`src/rtl/unicode_quick_check_range_lookup_unit_defines.svh`:
```
// Assertion macros shared by the quick-check lookup RTL.
// Each macro expects clk and arst_n in the scope of the module that uses it.
`ifndef UNICODE_QUICK_CHECK_RANGE_LOOKUP_UNIT_DEFINES_SVH
`define UNICODE_QUICK_CHECK_RANGE_LOOKUP_UNIT_DEFINES_SVH

// Consequent must hold in the same cycle as the antecedent.
`define UQC_ASSERT_SAME(label, ante, cons, msg) \
	label: assert property (@(posedge clk) disable iff (!arst_n) (ante) |-> (cons)) \
		else $error(msg);

// Consequent must hold in the cycle after the antecedent.
`define UQC_ASSERT_NEXT(label, ante, cons, msg) \
	label: assert property (@(posedge clk) disable iff (!arst_n) (ante) |=> (cons)) \
		else $error(msg);

`endif

```
`src/rtl/uqc_pkg.sv`:
```
// Shared types, constants and helper functions for the quick-check lookup unit.
// No dependencies; every RTL module and interface imports this package.
`timescale 1ns / 1ps

package uqc_pkg;

	localparam int ENTRIES_PER_FORM = 1024;
	localparam int SCAN_WINDOW      = 8;
	localparam int FORMS            = 4;

	localparam int IDX_W      = $clog2(ENTRIES_PER_FORM);
	localparam int NUM_W      = IDX_W + 1;
	localparam int FORM_SEL_W = $clog2(FORMS);
	localparam int ADDR_W     = FORM_SEL_W + IDX_W;
	localparam int DEPTH      = FORMS * ENTRIES_PER_FORM;

	localparam int CP_W        = 21;
	localparam int RUN_W       = 24;
	localparam int CHECK_W     = 8;
	localparam int COUNT_W     = 11;
	localparam int FORM_W      = 3;
	localparam int ENTRY_IDX_W = 10;
	localparam int CFG_IDX_W   = 3;
	localparam int SUM_W       = RUN_W + 1;

	localparam logic OP_LOAD   = 1'b0;
	localparam logic OP_LOOKUP = 1'b1;

	localparam logic [FORM_SEL_W-1:0] FORM_COMPOSED          = FORM_SEL_W'(0);
	localparam logic [FORM_SEL_W-1:0] FORM_DECOMPOSED        = FORM_SEL_W'(1);
	localparam logic [FORM_SEL_W-1:0] FORM_COMPAT_COMPOSED   = FORM_SEL_W'(2);
	localparam logic [FORM_SEL_W-1:0] FORM_COMPAT_DECOMPOSED = FORM_SEL_W'(3);

	typedef enum logic [1:0] {
		OUT_TABLE   = 2'd0,
		OUT_YES     = 2'd1,
		OUT_INVALID = 2'd2,
		OUT_LOADED  = 2'd3
	} outcome_t;

	typedef enum logic [CFG_IDX_W-1:0] {
		REG_COUNT_COMPOSED          = 3'd0,
		REG_COUNT_DECOMPOSED        = 3'd1,
		REG_COUNT_COMPAT_COMPOSED   = 3'd2,
		REG_COUNT_COMPAT_DECOMPOSED = 3'd3
	} cfg_reg_t;

	typedef struct packed {
		logic [CP_W-1:0]    start;
		logic [CP_W-1:0]    last;
		logic [RUN_W-1:0]   run;
		logic [CHECK_W-1:0] check;
	} entry_t;

	typedef struct packed {
		logic              we;
		logic [ADDR_W-1:0] waddr;
		entry_t            wdata;
		logic [ADDR_W-1:0] raddr;
	} mem_req_t;

	function automatic logic covers(entry_t e, logic [CP_W-1:0] cp);
		return (cp >= e.start) && (cp <= e.last);
	endfunction

	function automatic logic within_run(entry_t e, logic [CP_W-1:0] cp);
		logic [SUM_W-1:0] lim;
		lim = SUM_W'(e.start) + SUM_W'(e.run);
		return SUM_W'(cp) <= lim;
	endfunction

endpackage

```
`src/rtl/uqc_count_regs.sv`:
```
// Per-form entry count registers with write decode and saturation on read.
// Depends on uqc_pkg for widths and register indexes.
`timescale 1ns / 1ps

module uqc_count_regs import uqc_pkg::*; (
	input  logic                  clk,
	input  logic                  arst_n,
	input  logic                  cfg_we,
	input  logic [CFG_IDX_W-1:0]  cfg_index,
	input  logic [COUNT_W-1:0]    cfg_wdata,
	input  logic [FORM_SEL_W-1:0] sel_form,
	output logic [NUM_W-1:0]      num
);

	logic [COUNT_W-1:0] counts_q [FORMS];
	logic [COUNT_W-1:0] sel_count;

	always_ff @(posedge clk or negedge arst_n) begin
		if (!arst_n) begin
			for (int i = 0; i < FORMS; i++) begin
				counts_q[i] <= '0;
			end
		end else if (cfg_we) begin
			unique case (cfg_index)
				REG_COUNT_COMPOSED:          counts_q[FORM_COMPOSED] <= cfg_wdata;
				REG_COUNT_DECOMPOSED:        counts_q[FORM_DECOMPOSED] <= cfg_wdata;
				REG_COUNT_COMPAT_COMPOSED:   counts_q[FORM_COMPAT_COMPOSED] <= cfg_wdata;
				REG_COUNT_COMPAT_DECOMPOSED: counts_q[FORM_COMPAT_DECOMPOSED] <= cfg_wdata;
				default: begin
					// drop writes beyond the register list
				end
			endcase
		end
	end

	// clamp oversized counts to the table size
	always_comb begin
		sel_count = counts_q[sel_form];
		if (32'(sel_count) > ENTRIES_PER_FORM) begin
			num = NUM_W'(ENTRIES_PER_FORM);
		end else begin
			num = NUM_W'(sel_count);
		end
	end

endmodule

```
`config.mk`:
```
export PLATFORM = sky130hd
export DESIGN_NAME = uqc_count_regs
export DESIGN_NICKNAME = d
export VERILOG_FILES = /design/src/rtl/unicode_quick_check_range_lookup_unit_defines.svh /design/src/rtl/uqc_pkg.sv /design/src/rtl/uqc_count_regs.sv
export SDC_FILE = /design/constraint.sdc
export NUM_CORES = 1
export LEC_CHECK = 0
export BUFFER_PORTS_ARGS = -buffer_cell sky130_fd_sc_hd__buf_2
export CAP_MARGIN = 0
export CORE_MARGIN = 3
export CORE_UTILIZATION = 63
export CTS_BUF_LIST = sky130_fd_sc_hd__clkbuf_2 sky130_fd_sc_hd__clkbuf_4 sky130_fd_sc_hd__clkbuf_8
export DETAILED_ROUTE_END_ITERATION = 10
export GPL_ROUTABILITY_DRIVEN = 0
export HOLD_SLACK_MARGIN = 0.05
export PLACE_DENSITY = 0.87
export SETUP_SLACK_MARGIN = 0.15
export SYNTH_ARGS = -nofsm -noshare
export SYNTH_HDL_FRONTEND = slang
export SYNTH_SLANG_ARGS = --single-unit
```
`constraint.sdc`:
```
create_clock -name clk -period 3.82 [get_ports clk]
set_input_delay 0.382 -clock clk [delete_from_list [all_inputs] [get_ports clk]]
set_output_delay 0.382 -clock clk [all_outputs]
set_load 0.01 [all_outputs]
```
==> results.json <==
{
  "power_switching_mw": 0.3143,
  "cellLeakagePower_nw": 1.023,
  "r2r_cells": 1,
  "crit_arrival_ns": 1.89,
  "rsz0062_at_grt": "no",
  "clkTransAtPathRegs_ns": 0.12,
  "ys_types": 12,
  "clk_latency_ns": 0.35,
  "drt_first_pass_iters": 4,
  "skew_ns": 0,
  "diodes": 0,
  "tritoncts": "built",
  "cts_inserted_buffers": 5,
  "cts.sinks": 44,
  "grt_pass1_vias": 1274,
  "wl_mm": 3.675,
  "relSlewSlack": 0.3780,
  "clkPwrFrac": 0.212,
  "syn_avg_cell_area_um2": 17.32,
  "cp.required_ns": 3.44,
  "yosysSeqAreaShare": 0.5298,
  "design_area_um2": 2297,
  "drt-initial-drc-count": 38,
  "synthCells": 120,
  "synth.mux.area_fraction": 0.3576,
  "r2r_start": "counts_q[39]",
  "ys_ff_latch": 44,
  "grt_first_pass_wirelength_mm": 6.230,
  "r2r_end": "counts_q[39]",
  "critPathTopFamily": "multiplexers",
  "max_slew.worst_pin.slew_ns": 0.9330,
  "reg_top3": "counts_q (44)",
  "synth_warnings": 0,
  "synth_xor_area_frac": 0,
  "layout-drive-gt1-share": 0.6689,
  "ir_drop_mv": 0.3034,
  "htree_levels": 2,
  "synthAdderAreaFrac": 0,
  "crit_chain": "buf_2, mux4_2, nor2b_4, buf_2",
  "synth_top_family_by_area": "multiplexers",
  "die_y_um": 63.44,
  "grt.overflow.total": 0,
  "largest_reg_flops": 44,
  "min_period_ns": 2.269,
  "rows": 20,
  "multi_input_area_um2": 922.1,
  "drc": 0,
  "tns_ns": 0,
  "intPower_mw": 0.8625,
  "hold_buffers": 0,
  "dpl_cell_area_um2": 2231,
  "fill_cells": 204,
  "vias_per_cell": 5.831,
  "clockBufferDepth": 2,
  "worstSetupEndpointType": "output port",
  "die-area_um2": 4024,
  "register_area_um2": 1101,
  "maxCapViolCount": 0,
  "hold_violations": 0,
  "synth-simple-area-share": 0.08609,
  "antenna_left": 0,
  "dp_cells": 187,
  "cts-root-buf": "clkbuf_4",
  "slowest_delay_ns": 0.83,
  "cts_resized": 0,
  "max_freq_ghz": 0.4407,
  "core-area_um2": 3103,
  "syn_area_um2": 2078,
  "post-cts-setup-buffer-count": 0,
  "worstPathMaxFanout": 11,
  "worstSetupPathType": "in2out",
  "nNetsFinal": 169,
  "p_seq_frac": 0.525,
  "r2r_slack_ns": 3.02,
  "ios": 30,
  "synthesis.nets": 139,
  "regMostFlops": "counts_q",
  "fin_util": 0.7403,
  "crit_path_end": "num[7]",
  "via_count": 1137,
  "wl_per_cell_um": 18.85,
  "slowest_stage": "mux4_2",
  "critPathMostFrequentCell": "buf_2",
  "combPwrFrac": 0.263,
  "setup-violations-final": 0,
  "grt_antenna_before_repair": 0,
  "start_util": 0.6698,
  "critical_path_depth": 4,
  "critPathBufInv": 2,
  "synth-compound-area-share": 0,
  "grt_use_total": 0.2088,
  "start_kind": "primary input",
  "status": "completed",
  "die_w_um": 63.44,
  "hpwlAfterDp_mm": 2.466,
  "syn_to_final_growth_pct": 10.54,
  "startpoint": "sel_form[0]",
  "grt_max_degree": 45,
  "p_total_mw": 1.177,
  "fin_cells": 195,
  "slew_viol_final": 0,
  "min_path_type": "in2async",
  "period_share": 0.5940,
  "switching_share": 0.2671,
  "powerDensity_nw_per_um2": 512.3,
  "portBuffers": 29
}
## per-layer routing
| metal | part of all wire | global-route usage | vias to the layer above |
|---|---|---|---|
| li1 | - | - | 508 |
| met1 | 0.42 | 0.2466 | 599 |
| met2 | 0.54 | 0.3703 | 24 |
| met3 | 0.035 | 0.05526 | 6 |
| met4 | 0.013 | 0.06469 | 0 |
| met5 | 0 | 0 | - |
## synth_stat cells, drive strengths merged
library cell / count / area, um2
dfrtp: 44 / 1101
and4bb: 2 / 25.02
nor4b: 1 / 15.01
nor2b: 10 / 130.1
buf: 7 / 55.05
mux4: 11 / 247.7
mux2: 44 / 495.5
nand4b: 1 / 8.760
## cell usage in the layout, fill, tap and decap left out
| cell | n |
|---|---|
| dfrtp_1 | 44 |
| mux2_2 | 42 |
| buf_2 | 29 |
| mux4_2 | 11 |
| nor2b_4 | 9 |
| clkbuf_4 | 7 |
| and4bb_1 | 2 |
| mux2_1 | 2 |
| nor2b_1 | 1 |
| nor4b_2 | 1 |
| nand4b_1 | 1 |
| clkbuf_8 | 1 |
| buf_4 | 1 |
## worst min path at each step
stage | slack [ns] | to | depth (start not counted)
2_1_floorplan | 0.09 | counts_q[0] | 0
3_3_place_gp | 0.46 | counts_q[12] | 1
3_5_place_dp | 0.48 | counts_q[12] | 1
4_1_cts | 0.19 | counts_q[22] | 1
5_1_grt | 0.20 | counts_q[37] | 1
6_report | 0.15 | counts_q[22] | 1
## power by group through the flow
stage	clock network (mW)	registers, mW	logic (mW)
final	0.249	0.618	0.310
after floorplan	0	0.607	0.244
after CTS	0.252	0.617	0.316
after detailed placement	0	0.627	0.315
after global routing	0.274	0.630	0.337
after global placement	0	0.615	0.301
## layout make-up
| class | instances | area share |
|---|---|---|
| multi-input cells | 69 | 0.4014 |
| clock buffers | 8 | 0.02887 |
| repair buffers | 30 | 0.06645 |
| flip-flops and latches | 44 | 0.4793 |
| well taps | 44 | 0.02397 |
## stage by stage
stage	setup slack, ns	hold slack, ns
floorplan	2.238	0.08641
global placement	1.522	0.4633
detailed placement	1.509	0.4838
CTS	1.508	0.1869
global route	1.431	0.2001
finish	1.551	0.1454
## cells by family after synthesis
family	Yosys count
buf+inv	7
simple gates	14
flops	44
mux	55
Note: power is estimated with default switching activity, not from simulation.
