===== src/rtl/unicode_quick_check_range_lookup_unit_defines.svh =====
// Assertion macros shared by the quick-check lookup RTL.
// Each macro expects clk and arst_n in the scope of the module that uses it.
`ifndef UNICODE_QUICK_CHECK_RANGE_LOOKUP_UNIT_DEFINES_SVH
`define UNICODE_QUICK_CHECK_RANGE_LOOKUP_UNIT_DEFINES_SVH

// Consequent must hold in the same cycle as the antecedent.
`define UQC_ASSERT_SAME(label, ante, cons, msg) \
	label: assert property (@(posedge clk) disable iff (!arst_n) (ante) |-> (cons)) \
		else $error(msg);

// Consequent must hold in the cycle after the antecedent.
`define UQC_ASSERT_NEXT(label, ante, cons, msg) \
	label: assert property (@(posedge clk) disable iff (!arst_n) (ante) |=> (cons)) \
		else $error(msg);

`endif


===== src/rtl/uqc_pkg.sv =====
// Shared types, constants and helper functions for the quick-check lookup unit.
// No dependencies; every RTL module and interface imports this package.
`timescale 1ns / 1ps

package uqc_pkg;

	localparam int ENTRIES_PER_FORM = 1024;
	localparam int SCAN_WINDOW      = 8;
	localparam int FORMS            = 4;

	localparam int IDX_W      = $clog2(ENTRIES_PER_FORM);
	localparam int NUM_W      = IDX_W + 1;
	localparam int FORM_SEL_W = $clog2(FORMS);
	localparam int ADDR_W     = FORM_SEL_W + IDX_W;
	localparam int DEPTH      = FORMS * ENTRIES_PER_FORM;

	localparam int CP_W        = 21;
	localparam int RUN_W       = 24;
	localparam int CHECK_W     = 8;
	localparam int COUNT_W     = 11;
	localparam int FORM_W      = 3;
	localparam int ENTRY_IDX_W = 10;
	localparam int CFG_IDX_W   = 3;
	localparam int SUM_W       = RUN_W + 1;

	localparam logic OP_LOAD   = 1'b0;
	localparam logic OP_LOOKUP = 1'b1;

	localparam logic [FORM_SEL_W-1:0] FORM_COMPOSED          = FORM_SEL_W'(0);
	localparam logic [FORM_SEL_W-1:0] FORM_DECOMPOSED        = FORM_SEL_W'(1);
	localparam logic [FORM_SEL_W-1:0] FORM_COMPAT_COMPOSED   = FORM_SEL_W'(2);
	localparam logic [FORM_SEL_W-1:0] FORM_COMPAT_DECOMPOSED = FORM_SEL_W'(3);

	typedef enum logic [1:0] {
		OUT_TABLE   = 2'd0,
		OUT_YES     = 2'd1,
		OUT_INVALID = 2'd2,
		OUT_LOADED  = 2'd3
	} outcome_t;

	typedef enum logic [CFG_IDX_W-1:0] {
		REG_COUNT_COMPOSED          = 3'd0,
		REG_COUNT_DECOMPOSED        = 3'd1,
		REG_COUNT_COMPAT_COMPOSED   = 3'd2,
		REG_COUNT_COMPAT_DECOMPOSED = 3'd3
	} cfg_reg_t;

	typedef struct packed {
		logic [CP_W-1:0]    start;
		logic [CP_W-1:0]    last;
		logic [RUN_W-1:0]   run;
		logic [CHECK_W-1:0] check;
	} entry_t;

	typedef struct packed {
		logic              we;
		logic [ADDR_W-1:0] waddr;
		entry_t            wdata;
		logic [ADDR_W-1:0] raddr;
	} mem_req_t;

	function automatic logic covers(entry_t e, logic [CP_W-1:0] cp);
		return (cp >= e.start) && (cp <= e.last);
	endfunction

	function automatic logic within_run(entry_t e, logic [CP_W-1:0] cp);
		logic [SUM_W-1:0] lim;
		lim = SUM_W'(e.start) + SUM_W'(e.run);
		return SUM_W'(cp) <= lim;
	endfunction

endpackage


===== src/rtl/uqc_if.sv =====
// Valid/ready channel interfaces for lookup requests and results.
// Depends on uqc_pkg for field widths.
`timescale 1ns / 1ps

interface uqc_req_if import uqc_pkg::*; ();
	logic                   valid;
	logic                   ready;
	logic                   opcode;
	logic [FORM_W-1:0]      form;
	logic [ENTRY_IDX_W-1:0] entry_index;
	logic [CP_W-1:0]        codepoint;
	logic [CP_W-1:0]        range_last;
	logic [RUN_W-1:0]       run_length;
	logic [CHECK_W-1:0]     check_byte;

	modport source (
		output valid, opcode, form, entry_index, codepoint, range_last, run_length,
			check_byte,
		input  ready
	);
	modport sink (
		input  valid, opcode, form, entry_index, codepoint, range_last, run_length,
			check_byte,
		output ready
	);
endinterface

interface uqc_rsp_if import uqc_pkg::*; ();
	logic               valid;
	logic               ready;
	logic [1:0]         outcome;
	logic [CHECK_W-1:0] check_value;

	modport source (
		output valid, outcome, check_value,
		input  ready
	);
	modport sink (
		input  valid, outcome, check_value,
		output ready
	);
endinterface


===== src/rtl/uqc_search_ctrl.sv =====
// Search sequencer: table loads, bound check, binary search and window scan.
// Depends on uqc_pkg, the channel interfaces and the assertion macro header.
`timescale 1ns / 1ps
`include "unicode_quick_check_range_lookup_unit_defines.svh"

module uqc_search_ctrl import uqc_pkg::*; (
	input  logic             clk,
	input  logic             arst_n,
	uqc_req_if.sink          req,
	uqc_rsp_if.source        rsp,
	input  logic [NUM_W-1:0] num,
	output mem_req_t         mem_req,
	input  entry_t           rd_data
);

	typedef enum logic [5:0] {
		ST_IDLE  = 6'b000001,
		ST_FIRST = 6'b000010,
		ST_LAST  = 6'b000100,
		ST_MID   = 6'b001000,
		ST_SCAN  = 6'b010000,
		ST_DONE  = 6'b100000
	} state_t;

	state_t state_q, state_d;

	logic [CP_W-1:0]       cp_q;
	logic [FORM_SEL_W-1:0] form_q;
	logic [IDX_W-1:0]      lo_q, hi_q, mid_q, scan_q;
	entry_t                lo_ent_q, hi_ent_q, hit_ent_q;
	logic                  hit_q;
	outcome_t              res_q;

	logic                  rsp_valid_q;
	outcome_t              out_outcome_q;
	logic [CHECK_W-1:0]    out_check_q;

	logic                  in_fire, form_ok, idx_ok, out_free;
	logic [IDX_W-1:0]      first_mid, new_lo, new_hi, new_span, mid_next, scan_next;
	logic [IDX_W-1:0]      rd_idx;
	logic [FORM_SEL_W-1:0] rd_form;
	logic                  cov_lo, cov_hi, cov_mid, go_right, keep_search, scan_empty;
	logic                  scan_last, reject, hit_in_run;

	assign req.ready = (state_q == ST_IDLE);
	assign in_fire   = req.valid && req.ready;
	assign form_ok   = req.form < FORM_W'(FORMS);
	assign idx_ok    = 32'(req.entry_index) < ENTRIES_PER_FORM;
	assign out_free  = !rsp_valid_q || rsp.ready;

	assign first_mid   = lo_q + ((hi_q - lo_q) >> 1);
	assign cov_lo      = covers(lo_ent_q, cp_q);
	assign cov_hi      = covers(hi_ent_q, cp_q);
	assign cov_mid     = covers(rd_data, cp_q);
	assign go_right    = cp_q > rd_data.last;
	assign new_lo      = go_right ? mid_q : lo_q;
	assign new_hi      = go_right ? hi_q : mid_q;
	assign new_span    = new_hi - new_lo;
	assign mid_next    = new_lo + (new_span >> 1);
	assign keep_search = 32'(new_span) > SCAN_WINDOW;
	assign scan_empty  = 32'(new_span) <= 1;
	assign scan_next   = scan_q + IDX_W'(1);
	assign scan_last   = scan_next == hi_q;
	assign reject      = (cp_q < lo_ent_q.start) || (cp_q > rd_data.last);
	assign hit_in_run  = within_run(hit_ent_q, cp_q);

	always_comb begin
		state_d = state_q;
		unique case (state_q)
			ST_IDLE: begin
				if (in_fire) begin
					if (!form_ok || req.opcode == OP_LOAD || num == '0) begin
						state_d = ST_DONE;
					end else begin
						state_d = ST_FIRST;
					end
				end
			end
			ST_FIRST: state_d = ST_LAST;
			ST_LAST:  state_d = reject ? ST_DONE : ST_MID;
			ST_MID: begin
				if (cov_lo || cov_hi || cov_mid) begin
					state_d = ST_DONE;
				end else if (keep_search) begin
					state_d = ST_MID;
				end else if (scan_empty) begin
					state_d = ST_DONE;
				end else begin
					state_d = ST_SCAN;
				end
			end
			ST_SCAN: state_d = (cov_mid || scan_last) ? ST_DONE : ST_SCAN;
			ST_DONE: state_d = out_free ? ST_IDLE : ST_DONE;
			default: state_d = ST_IDLE;
		endcase
	end

	// read address for the entry examined in the next cycle
	always_comb begin
		rd_form = form_q;
		rd_idx  = '0;
		unique case (state_q)
			ST_IDLE: begin
				rd_form = req.form[FORM_SEL_W-1:0];
				rd_idx  = '0;
			end
			ST_FIRST: rd_idx = hi_q;
			ST_LAST:  rd_idx = first_mid;
			ST_MID:   rd_idx = keep_search ? mid_next : new_lo + IDX_W'(1);
			ST_SCAN:  rd_idx = scan_next;
			ST_DONE:  rd_idx = '0;
			default:  rd_idx = '0;
		endcase
	end

	assign mem_req.we          = in_fire && form_ok && req.opcode == OP_LOAD && idx_ok;
	assign mem_req.waddr       = {req.form[FORM_SEL_W-1:0], IDX_W'(req.entry_index)};
	assign mem_req.wdata.start = req.codepoint;
	assign mem_req.wdata.last  = req.range_last;
	assign mem_req.wdata.run   = req.run_length;
	assign mem_req.wdata.check = req.check_byte;
	assign mem_req.raddr       = {rd_form, rd_idx};

	always_ff @(posedge clk or negedge arst_n) begin
		if (!arst_n) begin
			state_q     <= ST_IDLE;
			rsp_valid_q <= 1'b0;
		end else begin
			state_q <= state_d;
			if (state_q == ST_DONE && out_free) begin
				rsp_valid_q <= 1'b1;
			end else if (rsp.ready) begin
				rsp_valid_q <= 1'b0;
			end
		end
	end

	always_ff @(posedge clk) begin
		case (state_q)
			ST_IDLE: begin
				if (in_fire) begin
					cp_q   <= req.codepoint;
					form_q <= req.form[FORM_SEL_W-1:0];
					lo_q   <= '0;
					hi_q   <= IDX_W'(num - NUM_W'(1));
					hit_q  <= 1'b0;
					if (!form_ok) begin
						res_q <= OUT_INVALID;
					end else if (req.opcode == OP_LOAD) begin
						res_q <= OUT_LOADED;
					end else begin
						res_q <= OUT_YES;
					end
				end
			end
			ST_FIRST: lo_ent_q <= rd_data;
			ST_LAST: begin
				hi_ent_q <= rd_data;
				mid_q    <= first_mid;
			end
			ST_MID: begin
				// bounds first, then pivot, as the search order requires
				if (cov_lo) begin
					hit_q     <= 1'b1;
					hit_ent_q <= lo_ent_q;
				end else if (cov_hi) begin
					hit_q     <= 1'b1;
					hit_ent_q <= hi_ent_q;
				end else if (cov_mid) begin
					hit_q     <= 1'b1;
					hit_ent_q <= rd_data;
				end else begin
					lo_q <= new_lo;
					hi_q <= new_hi;
					if (go_right) begin
						lo_ent_q <= rd_data;
					end else begin
						hi_ent_q <= rd_data;
					end
					mid_q  <= mid_next;
					// window ends are already known not to match
					scan_q <= new_lo + IDX_W'(1);
				end
			end
			ST_SCAN: begin
				if (cov_mid) begin
					hit_q     <= 1'b1;
					hit_ent_q <= rd_data;
				end else begin
					scan_q <= scan_next;
				end
			end
			ST_DONE: begin
				if (out_free) begin
					if (hit_q && hit_in_run) begin
						out_outcome_q <= OUT_TABLE;
						out_check_q   <= hit_ent_q.check;
					end else begin
						out_outcome_q <= hit_q ? OUT_YES : res_q;
						out_check_q   <= '0;
					end
				end
			end
			default: begin
			end
		endcase
	end

	assign rsp.valid       = rsp_valid_q;
	assign rsp.outcome     = out_outcome_q;
	assign rsp.check_value = out_check_q;

	`UQC_ASSERT_NEXT(a_accept_starts_work, in_fire, state_q != ST_IDLE, "accepted word left idle")
	`UQC_ASSERT_SAME(a_result_from_done, $rose(rsp_valid_q), $past(state_q) == ST_DONE, "result without finish")
	`UQC_ASSERT_SAME(a_bounds_ordered, (state_q == ST_MID) || (state_q == ST_SCAN), lo_q <= hi_q, "bounds crossed")
	`UQC_ASSERT_SAME(a_scan_inside, state_q == ST_SCAN, (scan_q > lo_q) && (scan_q < hi_q), "scan outside window")

endmodule


===== src/flat_wrapper.sv =====
// flat-port wrapper written by rule: the top's interface ports become plain ports
module uqc_search_ctrl_flat import uqc_pkg::*;
  (clk, arst_n, num, mem_req, rd_data, req_valid, req_opcode, req_form, req_entry_index, req_codepoint, req_range_last, req_run_length, req_check_byte, req_ready, rsp_valid, rsp_outcome, rsp_check_value, rsp_ready);
  uqc_req_if req_i ();
  uqc_rsp_if rsp_i ();
  input  logic clk;
  input  logic arst_n;
  input  logic [NUM_W-1:0] num;
  output mem_req_t mem_req;
  input  entry_t rd_data;
  input wire logic [$bits(req_i.valid)-1:0] req_valid;
  input wire logic [$bits(req_i.opcode)-1:0] req_opcode;
  input wire logic [$bits(req_i.form)-1:0] req_form;
  input wire logic [$bits(req_i.entry_index)-1:0] req_entry_index;
  input wire logic [$bits(req_i.codepoint)-1:0] req_codepoint;
  input wire logic [$bits(req_i.range_last)-1:0] req_range_last;
  input wire logic [$bits(req_i.run_length)-1:0] req_run_length;
  input wire logic [$bits(req_i.check_byte)-1:0] req_check_byte;
  output wire logic [$bits(req_i.ready)-1:0] req_ready;
  output wire logic [$bits(rsp_i.valid)-1:0] rsp_valid;
  output wire logic [$bits(rsp_i.outcome)-1:0] rsp_outcome;
  output wire logic [$bits(rsp_i.check_value)-1:0] rsp_check_value;
  input wire logic [$bits(rsp_i.ready)-1:0] rsp_ready;
  assign req_i.valid = req_valid;
  assign req_i.opcode = req_opcode;
  assign req_i.form = req_form;
  assign req_i.entry_index = req_entry_index;
  assign req_i.codepoint = req_codepoint;
  assign req_i.range_last = req_range_last;
  assign req_i.run_length = req_run_length;
  assign req_i.check_byte = req_check_byte;
  assign req_ready = req_i.ready;
  assign rsp_valid = rsp_i.valid;
  assign rsp_outcome = rsp_i.outcome;
  assign rsp_check_value = rsp_i.check_value;
  assign rsp_i.ready = rsp_ready;
  uqc_search_ctrl u_core (.clk(clk), .arst_n(arst_n), .req(req_i), .rsp(rsp_i), .num(num), .mem_req(mem_req), .rd_data(rd_data));
endmodule

===== config.mk =====
export PLATFORM = sky130hd
export DESIGN_NAME = uqc_search_ctrl_flat
export DESIGN_NICKNAME = d
export VERILOG_FILES = /design/src/rtl/uqc_pkg.sv /design/src/rtl/uqc_if.sv /design/src/rtl/uqc_search_ctrl.sv /design/src/flat_wrapper.sv
export VERILOG_INCLUDE_DIRS = /design/src /design/src/rtl
export SDC_FILE = /design/constraint.sdc
export NUM_CORES = 1
export LEC_CHECK = 0
export CELL_PAD_IN_SITES_DETAIL_PLACEMENT = 0
export CELL_PAD_IN_SITES_GLOBAL_PLACEMENT = 1
export CORE_ASPECT_RATIO = 0.75
export CORE_MARGIN = 2
export CORE_UTILIZATION = 51
export CTS_CLUSTER_SIZE = 25
export DETAILED_ROUTE_END_ITERATION = 7
export DONT_BUFFER_PORTS = 1
export PLACE_DENSITY = 0.8
export SETUP_SLACK_MARGIN = 0.1
export SYNTH_ARGS = -nofsm -noshare
export SYNTH_HDL_FRONTEND = slang
export SYNTH_SLANG_ARGS = --single-unit

===== constraint.sdc =====
create_clock -name clk -period 9.9 [get_ports clk]
set_input_delay 0.495 -clock clk [delete_from_list [all_inputs] [get_ports clk]]
set_output_delay 0.495 -clock clk [all_outputs]
set_load 0.01 [all_outputs]

==> results of run 1 <==
-- sequential cells by signal, summed over array words and instances, names as in the netlist --
register	flops
u_core.state_q	6
u_core.hit_q	1
u_core.form_q	2
u_core.lo_ent_q	74
u_core.rsp.outcome	2
u_core.hi_ent_q	74
u_core.lo_q	10
u_core.mid_q	10
u_core.rsp.check_value	8
u_core.scan_q	10
u_core.cp_q	21
u_core.res_q	2
u_core.hi_q	10
u_core.rsp.valid	1
u_core.hit_ent_q	53
-- cell usage in the layout, fill, tap and decap left out, types with 6 or more instances in the layout --
cell	netlist	final
nor4_1	11	11
and3_1	20	20
xor2_1	32	32
inv_1	176	175
a211oi_1	11	11
or2_2	9	9
mux2i_1	154	154
clkbuf_16	0	35
ha_1	206	206
nand2_1	109	109
xnor2_1	52	52
nor2_1	110	110
nand4_1	27	27
nor2b_1	15	15
o211ai_1	6	6
nor3_1	28	28
nand2b_1	10	10
a21oi_1	122	121
buf_4	92	15
a21o_1	42	42
clkinv_2	0	10
o21ai_0	64	63
edfxtp_1	277	277
a221oi_1	8	8
nand3b_1	9	9
o21a_1	10	10
o21bai_1	10	10
dfrtp_1	6	6
nand3_1	34	34
-- cell families after synthesis --
| family | share of synthesized area |
|---|---|
| AND/OR/NAND/NOR | 0.103 |
| AO/OA/AOI/OAI | 0.109 |
| buffers and inverters | 0.0784 |
| flip-flops | 0.446 |
| adder cells (fa/ha/maj) | 0.141 |
| multiplexers | 0.0827 |
| XOR/XNOR | 0.0398 |
-- worst paths after layout --
kind	endpoint	slack, ns	cells past startpoint
setup / recovery	mem_req[9]	2.49	25
hold / removal	u_core.hi_ent_q[27]	0.05	0
setup reg to reg	u_core.mid_q[9]	3.33	25
hold reg to reg	u_core.rsp.check_value[4]	0.59	1
max in group asynchronous	u_core.state_q[0]	9.30	1
min in group asynchronous	u_core.state_q[2]	0.30	1
-- metrics by stage --
stage | hold slack [ns] | total power (W) | utilization | setup slack (ns) | cell area (um2)
final | 0.0546 | 0.00469 | 0.544 | 2.49 | 20100
after global routing | 0.0260 | 0.00494 | 0.544 | 1.88 | 20100
after CTS | 0.0306 | 0.00467 | 0.544 | 2.50 | 20100
after detailed placement | 0.200 | 0.00344 | 0.515 | 3.08 | 19000
after global placement | 0.200 | 0.00341 | 0.515 | 3.30 | 19000
after floorplan | 0.199 | 0.00295 | - | 1.65 | 19100
-- power by group through the flow --
| stage | combinational, W | sequential, W | clock [W] |
|---|---|---|---|
| floorplan | 0.00140 | 0.00155 | 0 |
| global placement | 0.00181 | 0.00160 | 0 |
| detailed placement | 0.00184 | 0.00160 | 0 |
| CTS | 0.00186 | 0.00157 | 0.00124 |
| global route | 0.00207 | 0.00158 | 0.00129 |
| finish | 0.00189 | 0.00158 | 0.00122 |
-- final cells by class --
| type | count | area (um2) |
|---|---|---|
| clock buffer | 40 | 895 |
| sequential | 284 | 8490 |
| clock inverter | 22 | 185 |
| fill | 3286 | 16800 |
| tap | 504 | 631 |
| inverter | 176 | 661 |
| multi-input combinational | 1191 | 9130 |
| timing repair buffer | 16 | 123 |
-- metal layers --
metal	share of wire	wire length (um)
met5	0	0
met3	0.11	5530
met4	0.016	788
met2	0.39	20000
met1	0.48	24500
-- worst max-delay path: cells and delay by family (launching register included) --
| family | cells | cell delay (ns) |
|---|---|---|
| AO/OA/AOI/OAI | 10 | 2.27 |
| XOR/XNOR | 1 | 0.15 |
| adder cells (fa/ha/maj) | 3 | 1.04 |
| buffers and inverters | 1 | 0.34 |
| flip-flops | 1 | 0.54 |
| AND/OR/NAND/NOR | 10 | 2.07 |
==> run_results.csv, run 1 <==
group,metric,value,unit
grt,antenna_found_initial,0,
yosys,synth-seq-area-share,0.446,
cells_and_area,syn2layout_area_growth,5.56,%
cells_and_area,drive_gt1_frac,0.0538,
clock_tree,post-cts-setup-buffers,0,
yosys,synthesis.nets,2165,
power,p_sw_frac,0.379,
power,clkPwrFrac,0.260,
clock_tree,clkLatencyLatePin,0.54,ns
grt,grt_pass1_wl,77500,um
cells_and_area,nets,2091,
clock_tree,cts-buffers-inserted,34,
placement,dp_cells,2170,
drt,finalWirelength,50800,um
worst_setup_path,worstPathArrival,6.92,ns
yosys,synth-edff-count,277,
yosys,synth_common_cells,"edfxtp_1, ha_1, inv_1",
sta,finalSetupViolCount,0,
yosys,synthArstFlopShare,0.0246,
clock_tree,clock_sinks,284,
floorplanning,coreArea,0.0369,mm2
grt,grt_pass1_vias,13000,
clock_tree,cts-root-buf,"clkbuf_16",
sta,finClkSkew,0.0253,ns
drt,wl_per_cell,22.7,um
power,combPwrFrac,0.404,
sta,fmax,0.135,GHz
sta,worst_pin_slew,1.21,ns
drt,detail_route.iter0.violations,1102,
sta,period_needed,7.41,ns
outcome,status,"finished clean",
sta,finalHoldViolCount,0,
sta,drv_slew,0,
worst_setup_path,cp-end-kind,"output port",
yosys,synth.area.top_cells,"edfxtp_1, ha_1, mux2i_1, buf_4, inv_1",
yosys,synth_flop_cell,"edfxtp_1",
worst_setup_path,path_class,"flop to output port",
yosys,yosys_warnings,0,
floorplanning,io_pins,288,
drt,ant_nets,0,
job,maxCapViolations,0,
yosys,synth_seq_cells,284,
power,switching_power,0.00178,W
yosys,synth_cells,1777,
grt,top_usage_layer,"met1",
placement,port_buffers,0,
worst_setup_path,start_kind,"flop",
min_path,worst_hold_startpoint,"rd_data[27]",
floorplanning,rows,61,
drt,num_vias,13300,
yosys,syn_area,0.0191,mm2
yosys,yosysMostFrequentCell,"edfxtp_1",
grt,grtUsageMet1,0.407,
sta,rsz0062_at_grt,"false",
worst_setup_path,critPathRequiredTime,9.41,ns
placement,hpwl,38200,um
power,seqPwrFrac,0.337,
worst_setup_path,crit_start,"u_core.cp_q[19]",
grt,grt_use_total,0.264,
min_path,holdCritPathClass,"input port to flop",
grt,gr-usage-met3,0.0827,
worst_setup_path,r2r-start,"u_core.cp_q[19]",
yosys,avgSynthCellArea,10.7,um2
cells_and_area,final-instance-count-excl-fill,2233,
worst_setup_path,max_stage_delay,0.54,ns
floorplanning,dieArea,0.0389,mm2
sta,relSlewSlack,0.195,
grt,grt-ovfl-total,0,
cells_and_area,n_antenna_cell,0,
power,ir_drop,0.000156,V
sta,fin_crit_sh,0.749,
clock_tree,cts_tree,"done",
clock_tree,cts.clk_slew.worst_paths,0.06,ns
floorplanning,die_width,227,um
worst_setup_path,cpMaxStageDelayCell,"edfxtp_1",
power,pwr_density_cell,233,mW/mm2
sta,tns,0,ns
drt,vias_per_cell,5.93,
clock_tree,ctsHtreeMaxLevel,2,
yosys,yosysTopAreaCellShare,0.437,
floorplanning,start_util,0.516,
yosys,synth_largest_area_cell,"edfxtp_1",
clock_tree,cts_buffer_depth,3,
placement,place_congestion,0.958,
drt,drcViolationCount,0,
worst_setup_path,worstPathMaxFanout,34,
clock_tree,post_cts_resized,0,
drt,first_pass_iters,7,
power,p_int,0.00291,W
clock_tree,ctsHoldBuffers,1,
grt,grt_max_degree,59,
grt,grt_util_met2,0.357,
yosys,post_synth_num_cell_types,72,
floorplanning,fp.dieH,171,um
power,p_leak,8.41,nW
(Power assumes the default switching activity.)
==> run 2, diff against run 1 <==
--- a/config.mk
+++ b/config.mk
@@ -10,11 +10,11 @@
 export CELL_PAD_IN_SITES_GLOBAL_PLACEMENT = 1
 export CORE_ASPECT_RATIO = 0.75
 export CORE_MARGIN = 2
-export CORE_UTILIZATION = 51
+export CORE_UTILIZATION = 46
 export CTS_CLUSTER_SIZE = 25
 export DETAILED_ROUTE_END_ITERATION = 7
 export DONT_BUFFER_PORTS = 1
-export PLACE_DENSITY = 0.8
+export PLACE_DENSITY = 0.76
 export SETUP_SLACK_MARGIN = 0.1
 export SYNTH_ARGS = -nofsm -noshare
 export SYNTH_HDL_FRONTEND = slang
==> constraint.sdc (replaced) <==
create_clock -name clk -period 6.3 [get_ports clk]
set_input_delay 0.315 -clock clk [delete_from_list [all_inputs] [get_ports clk]]
set_output_delay 0.315 -clock clk [all_outputs]
set_load 0.01 [all_outputs]
==> run_results.csv, run 2 (synthesis gave the netlist of run 1 again) <==
group,metric,value,unit
outcome,status,"finished clean",
placement,dp_cells,2230,
placement,post-place-ws,-0.0440,ns
drt,wl_met1,26000,um
clock_tree,cts-buffers-inserted,31,
drt,wl_per_cell,22.1,um
min_path,worst_hold_startpoint,"rd_data[22]",
sta,finalSetupViolCount,0,
drt,wl_met2,21900,um
sta,worst_slack,0.190,ns
grt,grt_pass1_vias,13600,
worst_setup_path,cp-end-kind,"output port",
clock_tree,ctsHtreeMaxLevel,1,
sta,worst_pin_slew,1.15,ns
min_path,min_path_cells,2,
drt,num_vias,13900,
cells_and_area,syn2layout_area_growth,15.2,%
sta,finalHoldViolCount,0,
drt,drcViolationCount,0,
sta,rsz0062_at_grt,"true",
worst_setup_path,reg2regPathDepth,19,
placement,port_buffers,0,
grt,grt_use_total,0.246,
worst_setup_path,r2r_slack,1.09,ns
grt,grt_max_degree,74,
floorplanning,start_util,0.467,
worst_setup_path,path_class,"flop to output port",
floorplanning,dieArea,0.0431,mm2
floorplanning,rows,64,
clock_tree,clock_sinks,284,
grt,antenna_found_initial,1,
drt,first_pass_iters,7,
drt,ant_nets,0,
sta,period_needed,6.11,ns
cells_and_area,final-instance-count-excl-fill,2420,
sta,fin_crit_sh,0.970,
placement,hpwl,38300,um
cells_and_area,final_common_cell,"edfxtp_1",
min_path,hold_end,"u_core.hit_ent_q[22]",
drt,detail_route.iter0.violations,1366,
grt,grt_pass1_wl,81500,um
sta,fmax,0.164,GHz
floorplanning,fp.dieH,180,um
cells_and_area,layout_common_cells,"edfxtp_1, ha_1, inv_1",
drt,finalWirelength,53400,um
worst_setup_path,start_kind,"flop",
floorplanning,coreArea,0.0408,mm2
cells_and_area,drive_gt1_frac,0.0969,
grt,grt-ovfl-total,0,
sta,drv_slew,0,
clock_tree,cts_tree,"done",
worst_setup_path,r2r_end,"u_core.rsp.check_value[0]",
cells_and_area,largestRegisters,"u_core.hi_ent_q: 74 flops, u_core.lo_ent_q: 74 flops, u_core.hit_ent_q: 53 flops",
power,ir_drop,0.000212,V
clock_tree,cts.clk_slew.worst_paths,0.06,ns
drt,routed-wl-met3,4480,um
clock_tree,clkLatencyLatePin,0.59,ns
drt,routed.top_layer,"met4",
worst_setup_path,crit_start,"u_core.cp_q[14]",
power,pwr_density_cell,360,mW/mm2
cells_and_area,nets,2253,
min_path,holdCritPathClass,"input port to flop",
clock_tree,cts_buffer_depth,3,
job,maxCapViolations,0,
floorplanning,die_width,239,um
clock_tree,cts-root-buf,"clkbuf_16",
placement,place_congestion,0.920,
power,p_leak,9.21,nW
worst_setup_path,worstPathArrival,5.79,ns
drt,vias_per_cell,5.73,
worst_setup_path,critPathRequiredTime,5.98,ns
sta,tns,0,ns
sta,finClkSkew,0.0235,ns
worst_setup_path,worstPathMaxFanout,8,
worst_setup_path,r2r-start,"u_core.hit_ent_q[8]",
sta,relSlewSlack,0.233,
floorplanning,io_pins,288,
## run 2: cell types whose count changed in the layout (fill, tap and decap cells not counted), sizes merged
cell         delta
buf            +59
bufinv          +6
clkbuf          -3
clkinv         -11
diode           +4
dlygate4sd3   +106
inv             +2
## run 2: final cells by class
class / instances / area (um2)
Fill cell: 3590 / 18900
Tap cell: 528 / 661
Sequential cell: 284 / 8490
Timing Repair Buffer: 181 / 1650
Clock inverter: 19 / 312
Multi-Input combinational cell: 1191 / 9360
Inverter: 176 / 661
Antenna cell: 4 / 10.0
Clock buffer: 37 / 798
## run 2: how the worst max path moves through the flow
stage | slack (ns) | endpoint | cells past startpoint
floorplan | 0.45 | mem_req[9] | 27
global placement | 0.02 | mem_req[9] | 26
detailed placement | -0.04 | mem_req[9] | 26
CTS | 0.13 | mem_req[8] | 23
global route | -0.07 | mem_req[9] | 25
finish | 0.19 | mem_req[9] | 25
## run 2: timing repair
item | 4_1_cts | 5_1_grt
pin swaps | 9 | 32
setup buffers | 5 | 20
cloned | 0 | 0
endpoints found under the setup margin | 10 | 9
hold buffers | 107 | 0
endpoints found under the hold margin | 215 | 0
resized for setup | 17 | 40
## run 2: per-stage QoR
stage | total power [W] | util | hold WS (ns) | cell area (um2)
floorplan | 0.00464 | - | 0.0194 | 19100
global placement | 0.00545 | 0.473 | 0.0196 | 19300
detailed placement | 0.00549 | 0.473 | 0.0196 | 19300
CTS | 0.00766 | 0.529 | 0.000423 | 21600
global route | 0.00834 | 0.537 | 0.00400 | 21900
finish | 0.00791 | 0.537 | 0.0227 | 21900
## run 2: worst max-delay path, stage by stage (launching register included)
cell      delay (ns)
edfxtp_1        0.45
ha_4            0.31
nand4_1         0.19
nor4_4          0.39
o21ai_2         0.11
nand3_2         0.11
and2_4          0.21
mux2i_2         0.26
ha_2            0.24
inv_2           0.05
fa_2            0.41
a211oi_4        0.33
nor2_2          0.10
nor2_2          0.14
nor2_1          0.06
ha_1            0.34
nand3_1         0.08
o211ai_1        0.25
o21a_1          0.17
o21a_1          0.17
nor2_4          0.06
o21ai_2         0.17
and2_4          0.18
o21ai_4         0.07
o211ai_1        0.21
buf_4           0.15
## run 2: where the power goes
part	internal, W	leakage, nW	switching (W)
sequential	0.00231	2.61	0.000117
combinational	0.00143	6.07	0.00204
clock	0.00123	0.532	0.000790
## run 2: per-layer routing
| layer | vias to the layer above | track usage |
|---|---|---|
| met3 | 73 | 0.0567 |
| met4 | 0 | 0.0490 |
| met2 | 527 | 0.349 |
| met1 | 6716 | 0.381 |
| li1 | 6559 | - |
| met5 | - | 0 |
==> run 3, diff against run 2 <==
--- a/config.mk
+++ b/config.mk
@@ -14,6 +14,7 @@
 export CTS_CLUSTER_SIZE = 25
 export DETAILED_ROUTE_END_ITERATION = 7
 export DONT_BUFFER_PORTS = 1
+export GPL_TIMING_DRIVEN = 0
 export PLACE_DENSITY = 0.76
 export SETUP_SLACK_MARGIN = 0.1
 export SYNTH_ARGS = -nofsm -noshare
==> run_results.csv, run 3 (synthesis gave the netlist of run 1 again) <==
group,metric,value,unit
outcome,status,"finished clean",
grt,antenna_found_initial,0,
placement,place_area,0.0198,mm2
power,clkPwrFrac,0.217,
worst_setup_path,start_kind,"flop",
cells_and_area,layout_common_cells,"edfxtp_1, ha_1, inv_1",
drt,num_vias,14300,
power,combPwrFrac,0.478,
power,ir_drop,0.000232,V
sta,fmax,0.161,GHz
drt,wl_met2,23500,um
cells_and_area,drive_gt1_frac,0.151,
power,switching_power,0.00309,W
grt,grt_use_total,0.251,
placement,hpwl,40200,um
floorplanning,start_util,0.467,
drt,drcViolationCount,0,
power,p_sw_frac,0.388,
clock_tree,clock_sinks,284,
sta,tns,0,ns
drt,wl_per_cell,21.8,um
drt,first_pass_iters,5,
cells_and_area,syn2layout_area_growth,19.6,%
grt,grt_pass1_wl,83100,um
worst_setup_path,worstPathMaxFanout,8,
grt,grt-ovfl-total,0,
drt,ant_nets,0,
clock_tree,cts.clk_slew.worst_paths,0.07,ns
sta,drv_slew,0,
floorplanning,die_width,239,um
drt,finalWirelength,55200,um
power,seqPwrFrac,0.305,
floorplanning,rows,64,
clock_tree,cts_tree,"done",
power,p_leak,9.69,nW
drt,wl_met1,26100,um
clock_tree,clkLatencyLatePin,0.59,ns
sta,relSlewSlack,0.0799,
cells_and_area,nets,2371,
placement,place_congestion,0.941,
job,maxCapViolations,0,
worst_setup_path,path_class,"flop to output port",
drt,detail_route.iter0.violations,1022,
grt,grt_max_degree,44,
drt,vias_per_cell,5.62,
drt,routed.top_layer,"met4",
floorplanning,fp.dieH,180,um
power,power.total,0.00796,W
floorplanning,io_pins,288,
clock_tree,cts_buffer_depth,3,
min_path,holdCritPathClass,"input port to flop",
power,p_int,0.00487,W
sta,worst_pin_slew,1.38,ns
cells_and_area,design_area,0.0228,mm2
sta,period_needed,6.22,ns
sta,finalSetupViolCount,0,
clock_tree,cts-buffers-inserted,31,
floorplanning,dieArea,0.0431,mm2
floorplanning,coreArea,0.0408,mm2
placement,dp_cells,2310,
drt,routed-wl-met3,4700,um
sta,finClkSkew,0.0314,ns
placement,port_buffers,0,
cells_and_area,largestRegisters,"u_core.hi_ent_q: 74 flops, u_core.lo_ent_q: 74 flops, u_core.hit_ent_q: 53 flops",
grt,grt_pass1_vias,13900,
clock_tree,ctsHtreeMaxLevel,1,
clock_tree,cts-root-buf,"clkbuf_16",
sta,rsz0062_at_grt,"true",
power,pwr_density_cell,349,mW/mm2
cells_and_area,utilization,0.558,
cells_and_area,final-instance-count-excl-fill,2536,
worst_setup_path,critPathRequiredTime,5.98,ns
cells_and_area,final_common_cell,"edfxtp_1",
worst_setup_path,cp-end-kind,"output port",
worst_setup_path,worstPathArrival,5.90,ns
sta,finalHoldViolCount,0,
sta,fin_crit_sh,0.987,
-- run 3: changes by cell type in the layout (fill, tap and decap cells not counted), sizes merged --
cell         delta
buf           +102
clkbuf         +15
clkinv         +11
bufinv          -7
diode           -2
dlygate4sd3     -2
clkinvlp        -1
-- run 3: worst max-delay path: stages (launching register included) --
cell and delay (ns):
edfxtp_1 0.42, ha_1 0.34, nand4_1 0.20, nor4_4 0.40
buf_4 0.18, nand2_4 0.08, and2_4 0.19, buf_12 0.14
buf_12 0.13, a21oi_4 0.25, ha_4 0.24, nor2b_4 0.12
o211a_1 0.27, or2_4 0.27, a21oi_2 0.16, xnor2_1 0.14
ha_1 0.30, nand3_1 0.11, o211ai_1 0.12, o21a_1 0.19
o21a_1 0.17, nor2_2 0.15, o21ai_2 0.09, nor2_1 0.13
o21ai_2 0.11, o211ai_1 0.42
-- run 3: timing repair --
item	in CTS	in global routing
gates resized for setup	74	42
pin swaps	40	39
setup endpoints to repair	20	10
hold buffers	105	0
buffers inserted	40	24
endpoints found under the hold margin	206	0
-- run 3: stage by stage --
step | hold slack, ns | setup WS (ns)
2_1_floorplan | 0.0194 | 0.454
3_3_place_gp | 0.0198 | -1.38
3_5_place_dp | 0.0198 | -1.35
4_1_cts | 0.0000310 | -0.0327
5_1_grt | 0.00885 | -0.105
6_report | 0.0198 | 0.0824
-- run 3: path summary, 6_finish.rpt --
path                                           from                         to  slack (ns)  depth (start not counted)
min in group asynchronous                    arst_n           u_core.rsp.valid        0.07                          1
worst min-delay path                    rd_data[73]       u_core.hit_ent_q[73]        0.02                          2
worst min register to register  u_core.hit_ent_q[5]  u_core.rsp.check_value[5]        0.60                          1
max in group asynchronous                    arst_n          u_core.state_q[0]        5.92                          1
worst max register to register      u_core.cp_q[18]            u_core.mid_q[9]        0.92                         25
worst max-delay path                u_core.cp_q[18]                 mem_req[9]        0.08                         25
-- run 3: final cells by class --
class	instances	area, um2
Fill cell	3458	18000
Clock buffer	34	787
Sequential cell	284	8490
Tap cell	528	661
Timing Repair Buffer	174	1650
Inverter	176	661
Buffer	125	890
Antenna cell	2	5.00
Clock inverter	22	138
Multi-Input combinational cell	1191	9510
-- run 3: routing by layer --
layer,vias to the layer above,global-route usage
li1,6795,-
met4,0,0.0475
met3,57,0.0591
met1,6898,0.380
met2,512,0.367
met5,-,0
-- run 3: power groups by stage --
stage / clock network [W] / registers, W / logic (W)
after floorplan: 0 / 0.00244 / 0.00220
after global placement: 0 / 0.00253 / 0.00291
after detailed placement: 0 / 0.00252 / 0.00298
after CTS: 0.00175 / 0.00243 / 0.00348
after global routing: 0.00184 / 0.00244 / 0.00413
final: 0.00172 / 0.00243 / 0.00381
